==> src/hw/rtl/caob_pkg.sv <==
`timescale 1ns / 1ps
`default_nettype none

package caob_pkg;

    // Field widths
    localparam int PIX_W      = 32;
    localparam int COV_W      = 8;
    localparam int CH_W       = 8;
    localparam int APB_ADDR_W = 2;
    localparam int APB_DATA_W = 32;

    // Register map
    localparam logic [APB_ADDR_W-1:0] ADDR_TEXT_COLOR = 2'd0;
    localparam logic [PIX_W-1:0]      TEXT_COLOR_RESET = 32'hFFFF_FFFF;

    // Channel limits
    localparam logic [CH_W-1:0] CH_MAX  = 8'hFF;
    localparam logic [CH_W-1:0] CH_ZERO = 8'h00;

    // Reciprocals of 255: ceil(2^24/255) and ceil(2^32/255).
    // Exact floor division for products of two bytes and of three bytes.
    localparam logic [16:0] RECIP_255_Q24 = 17'd65794;
    localparam logic [24:0] RECIP_255_Q32 = 25'd16843010;

endpackage

`default_nettype wire

==> src/hw/rtl/caob_if.sv <==
`timescale 1ns / 1ps
`default_nettype none

// Pixel input channel: coverage plus destination pixel
interface caob_pix_in_if
    import caob_pkg::*;
();
    logic             valid;
    logic             ready;
    logic [COV_W-1:0] coverage;
    logic [PIX_W-1:0] dst_pixel;

    modport source (output valid, output coverage, output dst_pixel, input ready);
    modport sink   (input valid, input coverage, input dst_pixel, output ready);
endinterface

// Pixel output channel: blended pixel
interface caob_pix_out_if
    import caob_pkg::*;
();
    logic             valid;
    logic             ready;
    logic [PIX_W-1:0] out_pixel;

    modport source (output valid, output out_pixel, input ready);
    modport sink   (input valid, input out_pixel, output ready);
endinterface

`default_nettype wire

==> src/hw/rtl/coverage_alpha_over_blend.sv <==
`timescale 1ns / 1ps
`default_nettype none

// Throughput: one pixel per cycle unless pix_out stalls; the per-channel divide
// by output alpha is split over four stages of two restoring steps each, which
// sets the depth. A stall on pix_out freezes every stage at once; nothing is
// dropped or repeated.
// Reset clears all stage valid bits and sets text_color to opaque white.
module coverage_alpha_over_blend
    import caob_pkg::*;
(
    input  wire logic                  clk,
    input  wire logic                  rst_n,
    input  wire logic                  psel,
    input  wire logic                  penable,
    input  wire logic                  pwrite,
    input  wire logic [APB_ADDR_W-1:0] paddr,
    input  wire logic [APB_DATA_W-1:0] pwdata,
    output logic      [APB_DATA_W-1:0] prdata,
    output logic                       pready,
    caob_pix_in_if.sink                pix_in,
    caob_pix_out_if.source             pix_out
);

    localparam int FRONT_STAGES = 6;
    localparam int DIV_STAGES   = 4;
    localparam int PIPE_STAGES  = FRONT_STAGES + DIV_STAGES;

    typedef struct packed {
        logic             pass;
        logic             opaque;
        logic [PIX_W-1:0] dst;
        logic [23:0]      rgb;
    } side_t;

    // Configuration register
    logic [PIX_W-1:0] text_color_reg;

    // Pipeline control
    logic                   adv;
    logic [PIPE_STAGES-1:0] pipe_valid_reg;
    logic [PIPE_STAGES-1:0] pipe_valid_next;
    logic                   out_valid_reg;
    logic                   out_valid_next;

    // Stage 1: alpha times coverage
    logic [15:0]      s1_prod_next, s1_prod_reg;
    logic [PIX_W-1:0] s1_dst_reg, s1_color_reg;

    // Stage 2: effective source alpha
    logic [32:0]      s2_sa_wide;
    logic [7:0]       s2_sa_next, s2_sa_reg;
    side_t            s2_side_next, s2_side_reg;

    // Stage 3: byte products
    logic [7:0]       s3_inv_next, s3_inv_reg;
    logic [15:0]      s3_dainv_next, s3_dainv_reg;
    logic [2:0][15:0] s3_dcda_next, s3_dcda_reg;
    logic [2:0][15:0] s3_scsa_next, s3_scsa_reg;
    logic [7:0]       s3_sa_reg;
    side_t            s3_side_reg;

    // Stage 4: output alpha, three-byte products
    logic [32:0]      s4_oa_wide;
    logic [8:0]       s4_oa_sum;
    logic [7:0]       s4_oa_next, s4_oa_reg;
    logic [2:0][23:0] s4_dcdainv_next, s4_dcdainv_reg;
    logic [2:0][15:0] s4_scsa_reg;
    side_t            s4_side_reg;

    // Stage 5: destination term divided by 255
    logic [2:0][15:0] s5_t_next, s5_t_reg;
    logic [2:0][15:0] s5_scsa_reg;
    logic [7:0]       s5_oa_reg;
    side_t            s5_side_reg;

    // Stage 6: channel numerators and overflow flags
    logic [2:0][16:0] s6_num_next, s6_num_reg;
    logic [2:0]       s6_sat_next, s6_sat_reg;
    logic [7:0]       s6_oa_reg;
    side_t            s6_side_reg;

    // Divider stages
    logic [DIV_STAGES-1:0][2:0][16:0] dv_rem_next, dv_rem_reg;
    logic [DIV_STAGES-1:0][2:0][7:0]  dv_q_next, dv_q_reg;
    logic [DIV_STAGES-1:0][2:0]       dv_sat_next, dv_sat_reg;
    logic [DIV_STAGES-1:0][7:0]       dv_oa_next, dv_oa_reg;
    side_t [DIV_STAGES-1:0]           dv_side_next, dv_side_reg;

    // Output register
    logic [PIX_W-1:0] out_pixel_next, out_pixel_reg;

    // APB: write on access phase, read back the register
    assign pready = 1'b1;

    always_comb
    begin
        prdata = '0;
        if (paddr == ADDR_TEXT_COLOR)
        begin
            prdata = text_color_reg;
        end
    end

    always_ff @(posedge clk or negedge rst_n)
    begin
        if (!rst_n)
        begin
            text_color_reg <= TEXT_COLOR_RESET;
        end
        else if (psel && penable && pwrite && pready && paddr == ADDR_TEXT_COLOR)
        begin
            text_color_reg <= pwdata;
        end
    end

    // Advance the whole pipe unless the output register is full and held
    assign adv          = !out_valid_reg || pix_out.ready;
    assign pix_in.ready = adv;

    assign pipe_valid_next = {pipe_valid_reg[PIPE_STAGES-2:0], pix_in.valid};
    assign out_valid_next  = pipe_valid_reg[PIPE_STAGES-1];

    always_ff @(posedge clk or negedge rst_n)
    begin
        if (!rst_n)
        begin
            pipe_valid_reg <= '0;
            out_valid_reg  <= 1'b0;
        end
        else if (adv)
        begin
            pipe_valid_reg <= pipe_valid_next;
            out_valid_reg  <= out_valid_next;
        end
    end

    // Stage 1
    assign s1_prod_next = {8'd0, text_color_reg[31:24]} * {8'd0, pix_in.coverage};

    // Stage 2: floor divide by 255 through the reciprocal, flag trivial cases
    always_comb
    begin
        s2_sa_wide          = {17'd0, s1_prod_reg} * {16'd0, RECIP_255_Q24};
        s2_sa_next          = s2_sa_wide[31:24];
        s2_side_next.pass   = (s2_sa_next == CH_ZERO);
        s2_side_next.opaque = (s2_sa_next == CH_MAX);
        s2_side_next.dst    = s1_dst_reg;
        s2_side_next.rgb    = s1_color_reg[23:0];
    end

    // Stage 3: byte products per channel
    always_comb
    begin
        s3_inv_next   = CH_MAX - s2_sa_reg;
        s3_dainv_next = {8'd0, s2_side_reg.dst[31:24]} * {8'd0, s3_inv_next};
        for (int k = 0; k < 3; k++)
        begin
            s3_dcda_next[k] = {8'd0, s2_side_reg.dst[8*k +: 8]} * {8'd0, s2_side_reg.dst[31:24]};
            s3_scsa_next[k] = {8'd0, s2_side_reg.rgb[8*k +: 8]} * {8'd0, s2_sa_reg};
        end
    end

    // Stage 4: output alpha and destination products
    always_comb
    begin
        s4_oa_wide = {17'd0, s3_dainv_reg} * {16'd0, RECIP_255_Q24};
        s4_oa_sum  = {1'b0, s3_sa_reg} + {1'b0, s4_oa_wide[31:24]};
        s4_oa_next = s4_oa_sum[7:0];
        for (int k = 0; k < 3; k++)
        begin
            s4_dcdainv_next[k] = {8'd0, s3_dcda_reg[k]} * {16'd0, s3_inv_reg};
        end
    end

    // Stage 5: destination term floor divided by 255
    always_comb
    begin
        logic [48:0] t_wide;
        for (int k = 0; k < 3; k++)
        begin
            t_wide       = {25'd0, s4_dcdainv_reg[k]} * {24'd0, RECIP_255_Q32};
            s5_t_next[k] = t_wide[47:32];
        end
    end

    // Stage 6: numerator, and saturate when the quotient would pass 255
    always_comb
    begin
        for (int k = 0; k < 3; k++)
        begin
            s6_num_next[k] = {1'b0, s5_scsa_reg[k]} + {1'b0, s5_t_reg[k]};
            s6_sat_next[k] = (s6_num_next[k] >= {1'b0, s5_oa_reg, 8'd0});
        end
    end

    // Divider: two restoring steps per stage, quotient msb first
    always_comb
    begin
        logic [16:0] r;
        logic [7:0]  q;
        logic [16:0] d;
        logic [2:0]  bi;
        logic [7:0]  oa;
        for (int j = 0; j < DIV_STAGES; j++)
        begin
            if (j == 0)
            begin
                oa              = s6_oa_reg;
                dv_sat_next[j]  = s6_sat_reg;
                dv_side_next[j] = s6_side_reg;
            end
            else
            begin
                oa              = dv_oa_reg[j-1];
                dv_sat_next[j]  = dv_sat_reg[j-1];
                dv_side_next[j] = dv_side_reg[j-1];
            end
            dv_oa_next[j] = oa;
            for (int k = 0; k < 3; k++)
            begin
                if (j == 0)
                begin
                    r = s6_num_reg[k];
                    q = '0;
                end
                else
                begin
                    r = dv_rem_reg[j-1][k];
                    q = dv_q_reg[j-1][k];
                end
                for (int st = 0; st < 2; st++)
                begin
                    bi = 3'(7 - 2 * j - st);
                    d  = {9'd0, oa} << bi;
                    if (r >= d)
                    begin
                        r     = r - d;
                        q[bi] = 1'b1;
                    end
                end
                dv_rem_next[j][k] = r;
                dv_q_next[j][k]   = q;
            end
        end
    end

    // Output assembly
    always_comb
    begin
        side_t sd;
        sd = dv_side_reg[DIV_STAGES-1];
        priority if (sd.pass)
        begin
            out_pixel_next = sd.dst;
        end
        else if (sd.opaque)
        begin
            out_pixel_next = {CH_MAX, sd.rgb};
        end
        else if (dv_oa_reg[DIV_STAGES-1] == CH_ZERO)
        begin
            out_pixel_next = '0;
        end
        else
        begin
            out_pixel_next[31:24] = dv_oa_reg[DIV_STAGES-1];
            for (int k = 0; k < 3; k++)
            begin
                out_pixel_next[8*k +: 8] = dv_sat_reg[DIV_STAGES-1][k] ? CH_MAX
                                                                       : dv_q_reg[DIV_STAGES-1][k];
            end
        end
    end

    // Payload registers: advance together with the valid bits
    always_ff @(posedge clk)
    begin
        if (adv)
        begin
            s1_prod_reg     <= s1_prod_next;
            s1_dst_reg      <= pix_in.dst_pixel;
            s1_color_reg    <= text_color_reg;

            s2_sa_reg       <= s2_sa_next;
            s2_side_reg     <= s2_side_next;

            s3_inv_reg      <= s3_inv_next;
            s3_dainv_reg    <= s3_dainv_next;
            s3_dcda_reg     <= s3_dcda_next;
            s3_scsa_reg     <= s3_scsa_next;
            s3_sa_reg       <= s2_sa_reg;
            s3_side_reg     <= s2_side_reg;

            s4_oa_reg       <= s4_oa_next;
            s4_dcdainv_reg  <= s4_dcdainv_next;
            s4_scsa_reg     <= s3_scsa_reg;
            s4_side_reg     <= s3_side_reg;

            s5_t_reg        <= s5_t_next;
            s5_scsa_reg     <= s4_scsa_reg;
            s5_oa_reg       <= s4_oa_reg;
            s5_side_reg     <= s4_side_reg;

            s6_num_reg      <= s6_num_next;
            s6_sat_reg      <= s6_sat_next;
            s6_oa_reg       <= s5_oa_reg;
            s6_side_reg     <= s5_side_reg;

            dv_rem_reg      <= dv_rem_next;
            dv_q_reg        <= dv_q_next;
            dv_sat_reg      <= dv_sat_next;
            dv_oa_reg       <= dv_oa_next;
            dv_side_reg     <= dv_side_next;

            out_pixel_reg   <= out_pixel_next;
        end
    end

    assign pix_out.valid     = out_valid_reg;
    assign pix_out.out_pixel = out_pixel_reg;

    // A stall freezes every valid bit
    a_stall_holds: assert property (@(posedge clk) disable iff (!rst_n)
        !adv |=> $stable(pipe_valid_reg))
        else $error("pipeline moved during a stall");

    // An accepted input shows up as a valid first stage
    a_enter: assert property (@(posedge clk) disable iff (!rst_n)
        adv && pix_in.valid |=> pipe_valid_reg[0])
        else $error("accepted pixel lost at pipe entry");

    // Blending path never divides by a zero output alpha
    a_oa_nonzero: assert property (@(posedge clk) disable iff (!rst_n)
        pipe_valid_reg[FRONT_STAGES-1] && !s6_side_reg.pass && !s6_side_reg.opaque
            |-> s6_oa_reg != CH_ZERO)
        else $error("zero output alpha on blend path");

    // Opaque source yields an opaque result
    a_opaque_out: assert property (@(posedge clk) disable iff (!rst_n)
        adv && pipe_valid_reg[PIPE_STAGES-1] && dv_side_reg[DIV_STAGES-1].opaque
            |=> out_pixel_reg[31:24] == CH_MAX)
        else $error("opaque source gave non-opaque result");

endmodule

`default_nettype wire

==> src/flat_wrapper.sv <==
// flat-port wrapper written by rule: the top's interface ports become plain ports
module coverage_alpha_over_blend_flat import caob_pkg::*;
  (clk, rst_n, psel, penable, pwrite, paddr, pwdata, prdata, pready, pix_in_valid, pix_in_coverage, pix_in_dst_pixel, pix_in_ready, pix_out_valid, pix_out_out_pixel, pix_out_ready);
  caob_pix_in_if pix_in_i ();
  caob_pix_out_if pix_out_i ();
  input  wire logic clk;
  input  wire logic rst_n;
  input  wire logic psel;
  input  wire logic penable;
  input  wire logic pwrite;
  input  wire logic [APB_ADDR_W-1:0] paddr;
  input  wire logic [APB_DATA_W-1:0] pwdata;
  output logic      [APB_DATA_W-1:0] prdata;
  output logic pready;
  input wire logic [$bits(pix_in_i.valid)-1:0] pix_in_valid;
  input wire logic [$bits(pix_in_i.coverage)-1:0] pix_in_coverage;
  input wire logic [$bits(pix_in_i.dst_pixel)-1:0] pix_in_dst_pixel;
  output wire logic [$bits(pix_in_i.ready)-1:0] pix_in_ready;
  output wire logic [$bits(pix_out_i.valid)-1:0] pix_out_valid;
  output wire logic [$bits(pix_out_i.out_pixel)-1:0] pix_out_out_pixel;
  input wire logic [$bits(pix_out_i.ready)-1:0] pix_out_ready;
  assign pix_in_i.valid = pix_in_valid;
  assign pix_in_i.coverage = pix_in_coverage;
  assign pix_in_i.dst_pixel = pix_in_dst_pixel;
  assign pix_in_ready = pix_in_i.ready;
  assign pix_out_valid = pix_out_i.valid;
  assign pix_out_out_pixel = pix_out_i.out_pixel;
  assign pix_out_i.ready = pix_out_ready;
  coverage_alpha_over_blend u_core (.clk(clk), .rst_n(rst_n), .psel(psel), .penable(penable), .pwrite(pwrite), .paddr(paddr), .pwdata(pwdata), .prdata(prdata), .pready(pready), .pix_in(pix_in_i), .pix_out(pix_out_i));
endmodule
==> config.mk <==
export PLATFORM = sky130hd
export DESIGN_NAME = coverage_alpha_over_blend_flat
export DESIGN_NICKNAME = d
export VERILOG_FILES = /design/src/hw/rtl/caob_pkg.sv /design/src/hw/rtl/caob_if.sv /design/src/hw/rtl/coverage_alpha_over_blend.sv /design/src/flat_wrapper.sv
export SDC_FILE = /design/constraint.sdc
export NUM_CORES = 2
export LEC_CHECK = 0
export BUFFER_PORTS_ARGS = -buffer_cell sky130_fd_sc_hd__clkbuf_2
export CAP_MARGIN = 10
export CELL_PAD_IN_SITES_DETAIL_PLACEMENT = 1
export CELL_PAD_IN_SITES_GLOBAL_PLACEMENT = 1
export CORE_MARGIN = 3
export CORE_UTILIZATION = 49
export DETAILED_ROUTE_END_ITERATION = 12
export PLACE_DENSITY_LB_ADDON = 0.25
export SLEW_MARGIN = 10
export SYNTH_ARGS = -nofsm -noshare
export SYNTH_HDL_FRONTEND = slang
export SYNTH_SLANG_ARGS = --single-unit
==> constraint.sdc <==
create_clock -name clk -period 55.2 [get_ports clk]
set_input_delay 5.52 -clock clk [delete_from_list [all_inputs] [get_ports clk]]
set_output_delay 5.52 -clock clk [all_outputs]
set_load 0.005 [all_outputs]
== Word-level counts from Yosys, hierarchy flattened ==
Index checks and enable logic that the tools add are counted.

* Add/sub/neg operators: 26
* Muxes and demuxes: 34
* $lt $le $gt $ge: 27
* Equal/unequal tests: 1
* $mul: 16
* Reduce and logical (&&, ||, !) cells: 8

{| class="wikitable"
|+ Operators with widths
! kind !! count
|-
| 17-bit two-way mux || 21
|-
| 24-bit by 24-bit multiplier with 47-bit output (second input constant) || 3
|-
| 8-bit by 8-bit multiplier with 16-bit output || 8
|-
| 32-bit two-way mux || 4
|-
| 16-bit by 8-bit multiplier with 24-bit output || 3
|-
| 16-bit by 16-bit multiplier with 31-bit output (second input constant) || 2
|-
| 16-bit by 16-bit adder with 17-bit output || 3
|-
| 17-bit by 10-bit greater-or-equal comparator with 1-bit output || 3
|-
| 17-bit by 11-bit greater-or-equal comparator with 1-bit output || 3
|-
| 17-bit by 12-bit greater-or-equal comparator with 1-bit output || 3
|-
| 17-bit by 13-bit greater-or-equal comparator with 1-bit output || 3
|-
| 17-bit by 14-bit greater-or-equal comparator with 1-bit output || 3
|-
| 17-bit by 15-bit greater-or-equal comparator with 1-bit output || 3
|-
| 17-bit by 16-bit greater-or-equal comparator with 1-bit output || 3
|-
| 17-bit by 8-bit greater-or-equal comparator with 1-bit output || 3
|-
| 17-bit by 9-bit greater-or-equal comparator with 1-bit output || 3
|-
| 17-bit by 10-bit subtractor with 17-bit output || 3
|-
| 17-bit by 11-bit subtractor with 17-bit output || 3
|-
| 17-bit by 12-bit subtractor with 17-bit output || 3
|-
| 17-bit by 13-bit subtractor with 17-bit output || 3
|-
| 17-bit by 14-bit subtractor with 17-bit output || 3
|-
| 17-bit by 15-bit subtractor with 17-bit output || 3
|-
| 17-bit by 9-bit subtractor with 17-bit output || 3
|-
| 8-bit two-way mux || 3
|-
| 9 further kinds || 17
|}

* Register bits after elaboration: 1,356
* Output and inout bits: 67
* Input port bits: 81

== Depth between registers and ports, before layout ==
* Depth in word-level cells: 4
* Mapped depth: 26
* Mapped depth without buffers: 23

== Worst setup path before layout ==
OpenSTA, ideal clock, no wires.

* Kind: input-to-output
* Start: input port pix_out_ready
* End: output port pix_in_ready
* Slack: 8.543 ns
* Path buffers: 1
* Data arrival time: 41.137 ns
* Stages: 2
* Required time: 49.680 ns
* Cells stage by stage: nand2b_1 -> buf_1

* Longest elaborated chain between the ends: 1

{| class="wikitable"
|+ RTL lines
! element !! RTL line !! source
|-
| start, declared || flat_wrapper.sv:21 || <nowiki>input wire logic [$bits(pix_out_i.ready)-1:0] pix_out_ready;</nowiki>
|-
| 1-bit logical OR || coverage_alpha_over_blend.sv:118 || <nowiki>assign adv = !out_valid_reg || pix_out.ready;</nowiki>
|-
| end, declared || flat_wrapper.sv:18 || <nowiki>output wire logic [$bits(pix_in_i.ready)-1:0] pix_in_ready;</nowiki>
|}

No other way between the ends.

== Worst setup path in the final report ==
Same ends and word-level chain as after synthesis.

==> metrics <==
most common cell in the synthesized netlist ha_1; critical path type in2out; IO Pins 148; dpl hpwl 184.9 mm; status finished, final reports clean; CTS tree built; Syn Inst Count 8304; H-tree depth 4; hold crit path type reg2reg; DR WL/cell 21.45 µm; Post-Syn Area 96650 µm²; crit start category primary input; clock sinks approximately 1400; PortBufs 146; endpoint class of the critical path output pin; fin crit share 22.12%; overall routed net length 241.2 mm; Arrival @ worst endpoint 6.69 ns; Max-slew headroom 27.34%; initial cell density of the core just under 50%; Post-CTS Setup Inserts 0; sequential element share of the synthesized area a little over two fifths; drt first pass iters 5; number of remaining DRC errors 0; clock latency on the worst-skew pair 0.83 ns; RSZ-0062 raised after global routing false; core region area 195400 µm²; CTS max path bufs 3; synth warn 0; average cell area after synthesis 11.64 µm²; f_max between 0.08 and 0.09 GHz; Yosys reg bits ~1400; Die Width approximately 450 µm; CP cell instances clkbuf_2 -> nand2b_4 -> clkbuf_2; Clock Skews around 0.075 ns; CP peak stage delay 0.65 ns; GRT Overall Usage roughly 24%; setup TNS 0 ns; Post-synth ARST share approximately 3.2%; most used cell, CP clkbuf_2; GR Overflow Total 0; FF-to-FF path depth 20; Tmin final between 10 and 15 ns; Data required, critical path 49.68 ns; DRT iter0 DRCs 3231; largest net degree at the start of global routing 201; Area contributors post-synth edfxtp_1 (41%), ha_1 (17%), fa_1 (13%); first-pass GRT wire length approximately 380 mm; DIE HEIGHT roughly 450 µm; Buf+Inv Stages, Crit Path 2; worst slew pin tran around 1.1 ns; Max Fanout on Critical Path 60; Placer Congestion about 0.85; share of layout cells above drive strength 1 7.197%; area leader, netlist edfxtp_1; vias post-DR 61990; hold path cells 0; Synth cell types 100; CTS Buf Count about 150; final hold vios 0; antenna violations before repair 10; max-slew violation count 0; Reg clk slew, reported paths 0.06 ns; Critical Path Stages 3; kind of cell adding the most delay to the critical path simple AND/OR/NAND/NOR gates; DR vias/cell 5.514; Resize count post-CTS 0; # hold bufs at CTS 0; Final ANT Viol Nets 0; Row Count 162; Finish-stage setup viols 0; number of global-route vias before repair 69120; Area Overhead vs Synth 9.310%; Nets 10520; commonest cells in the netlist ha_1 (1329), edfxtp_1 (1313), inv_1 (1159); Synthesized Nets 10330; ys flop type edfxtp_1; max cap viols 0; slowest stage cell, crit path nand2b_4; Root Driver clkbuf_16; die area 202600 µm²; top cell type's share of synthesized area 40.80%; EDFF count, synth 1313; max FFs per register 232
==> placed cells by master (no fill, tap or decap), drive strengths merged, types with 27 or more instances in the layout <==
cell type,synthesis,final
and2,599,599
nor2b,116,116
o31ai,34,34
o21a,60,60
nor4,27,27
a21o,107,107
nand3,51,51
edfxtp,1313,1313
clkinv,1,61
xnor2,270,270
nand2b,51,51
nand2,627,627
a211oi,33,33
o21bai,28,28
clkbuf,129,323
nor3,104,104
o21ai,318,318
ha,1329,1329
mux2,107,107
and3,29,29
dfstp,32,32
fa,613,613
a21boi,50,50
xor2,79,79
inv,1163,1167
buf,28,53
nand4,62,62
a21oi,306,306
nor2,325,325
==> cell families (layout without fill, tap and decap cells) <==
group | after synthesis | count (layout) | share of synthesized area, %
other cells | 1 | 4 | 0.003880
mux | 129 | 129 | 1.482
simple gates | 2115 | 2115 | 11.23
fa+ha+maj | 1942 | 1942 | 29.90
compound gates | 1091 | 1091 | 7.094
buf+inv | 1321 | 1632 | 5.171
xor+xnor | 349 | 349 | 3.163
flops | 1356 | 1356 | 41.95
==> area by class of cell <==
type                    instances  area, µm²
repair buffers                199       1161
flip-flops and latches       1356      40540
diodes                          3      7.507
inverters                    1164       4370
well taps                    2624       3283
fillers                     20480      89750
clock buffers                 177       3842
clock inverters                92       1320
multi-input cells            5627      51120
==> final timing paths <==
path                                          from                       end  slack [ns]
max                                  pix_out_ready              pix_in_ready       42.99
min                        u_core.dv_side_next[34]   u_core.dv_side_next[92]        0.40
max reg2reg                  u_core.dv_oa_next[17]    u_core.dv_rem_reg[127]       48.26
min reg2reg                u_core.dv_side_next[34]   u_core.dv_side_next[92]        0.40
max in group asynchronous                    rst_n  u_core.pipe_valid_reg[5]       49.63
min in group asynchronous                    rst_n  u_core.pipe_valid_reg[1]        4.91
==> worst reg2reg max path, delay by kind of cell, from the launching register on <==
family,cells,cell delay (ns)
compound gates,11,2.99
simple gates,3,1.32
fa+ha+maj,2,0.88
buf+inv,3,0.62
flops,1,0.58
mux,1,0.30
==> through the flow <==
step	hold WS (ns)	worst slack [ns]	util [%]	area (µm²)	instances
5_1_grt	0.4128	42.85	54.06	105600	11240
6_report	0.4037	42.99	54.07	105600	11240
4_1_cts	0.4004	42.49	54.05	105600	11240
3_3_place_gp	0.4003	42.87	51.41	100500	10970
3_5_place_dp	0.4052	42.51	51.41	100500	10970
2_1_floorplan	0.4003	8.543	-	96650	8304
==> routing by layer <==
layer	part of all wire, %	track usage (%)
met3	3.1	2.731
met5	0.0054	0
met4	3.4	7.719
met2	52	43.84
met1	42	29.78
Power is not shown: default switching activity piles up to over one toggle a cycle in this logic, so the estimate is an artifact.
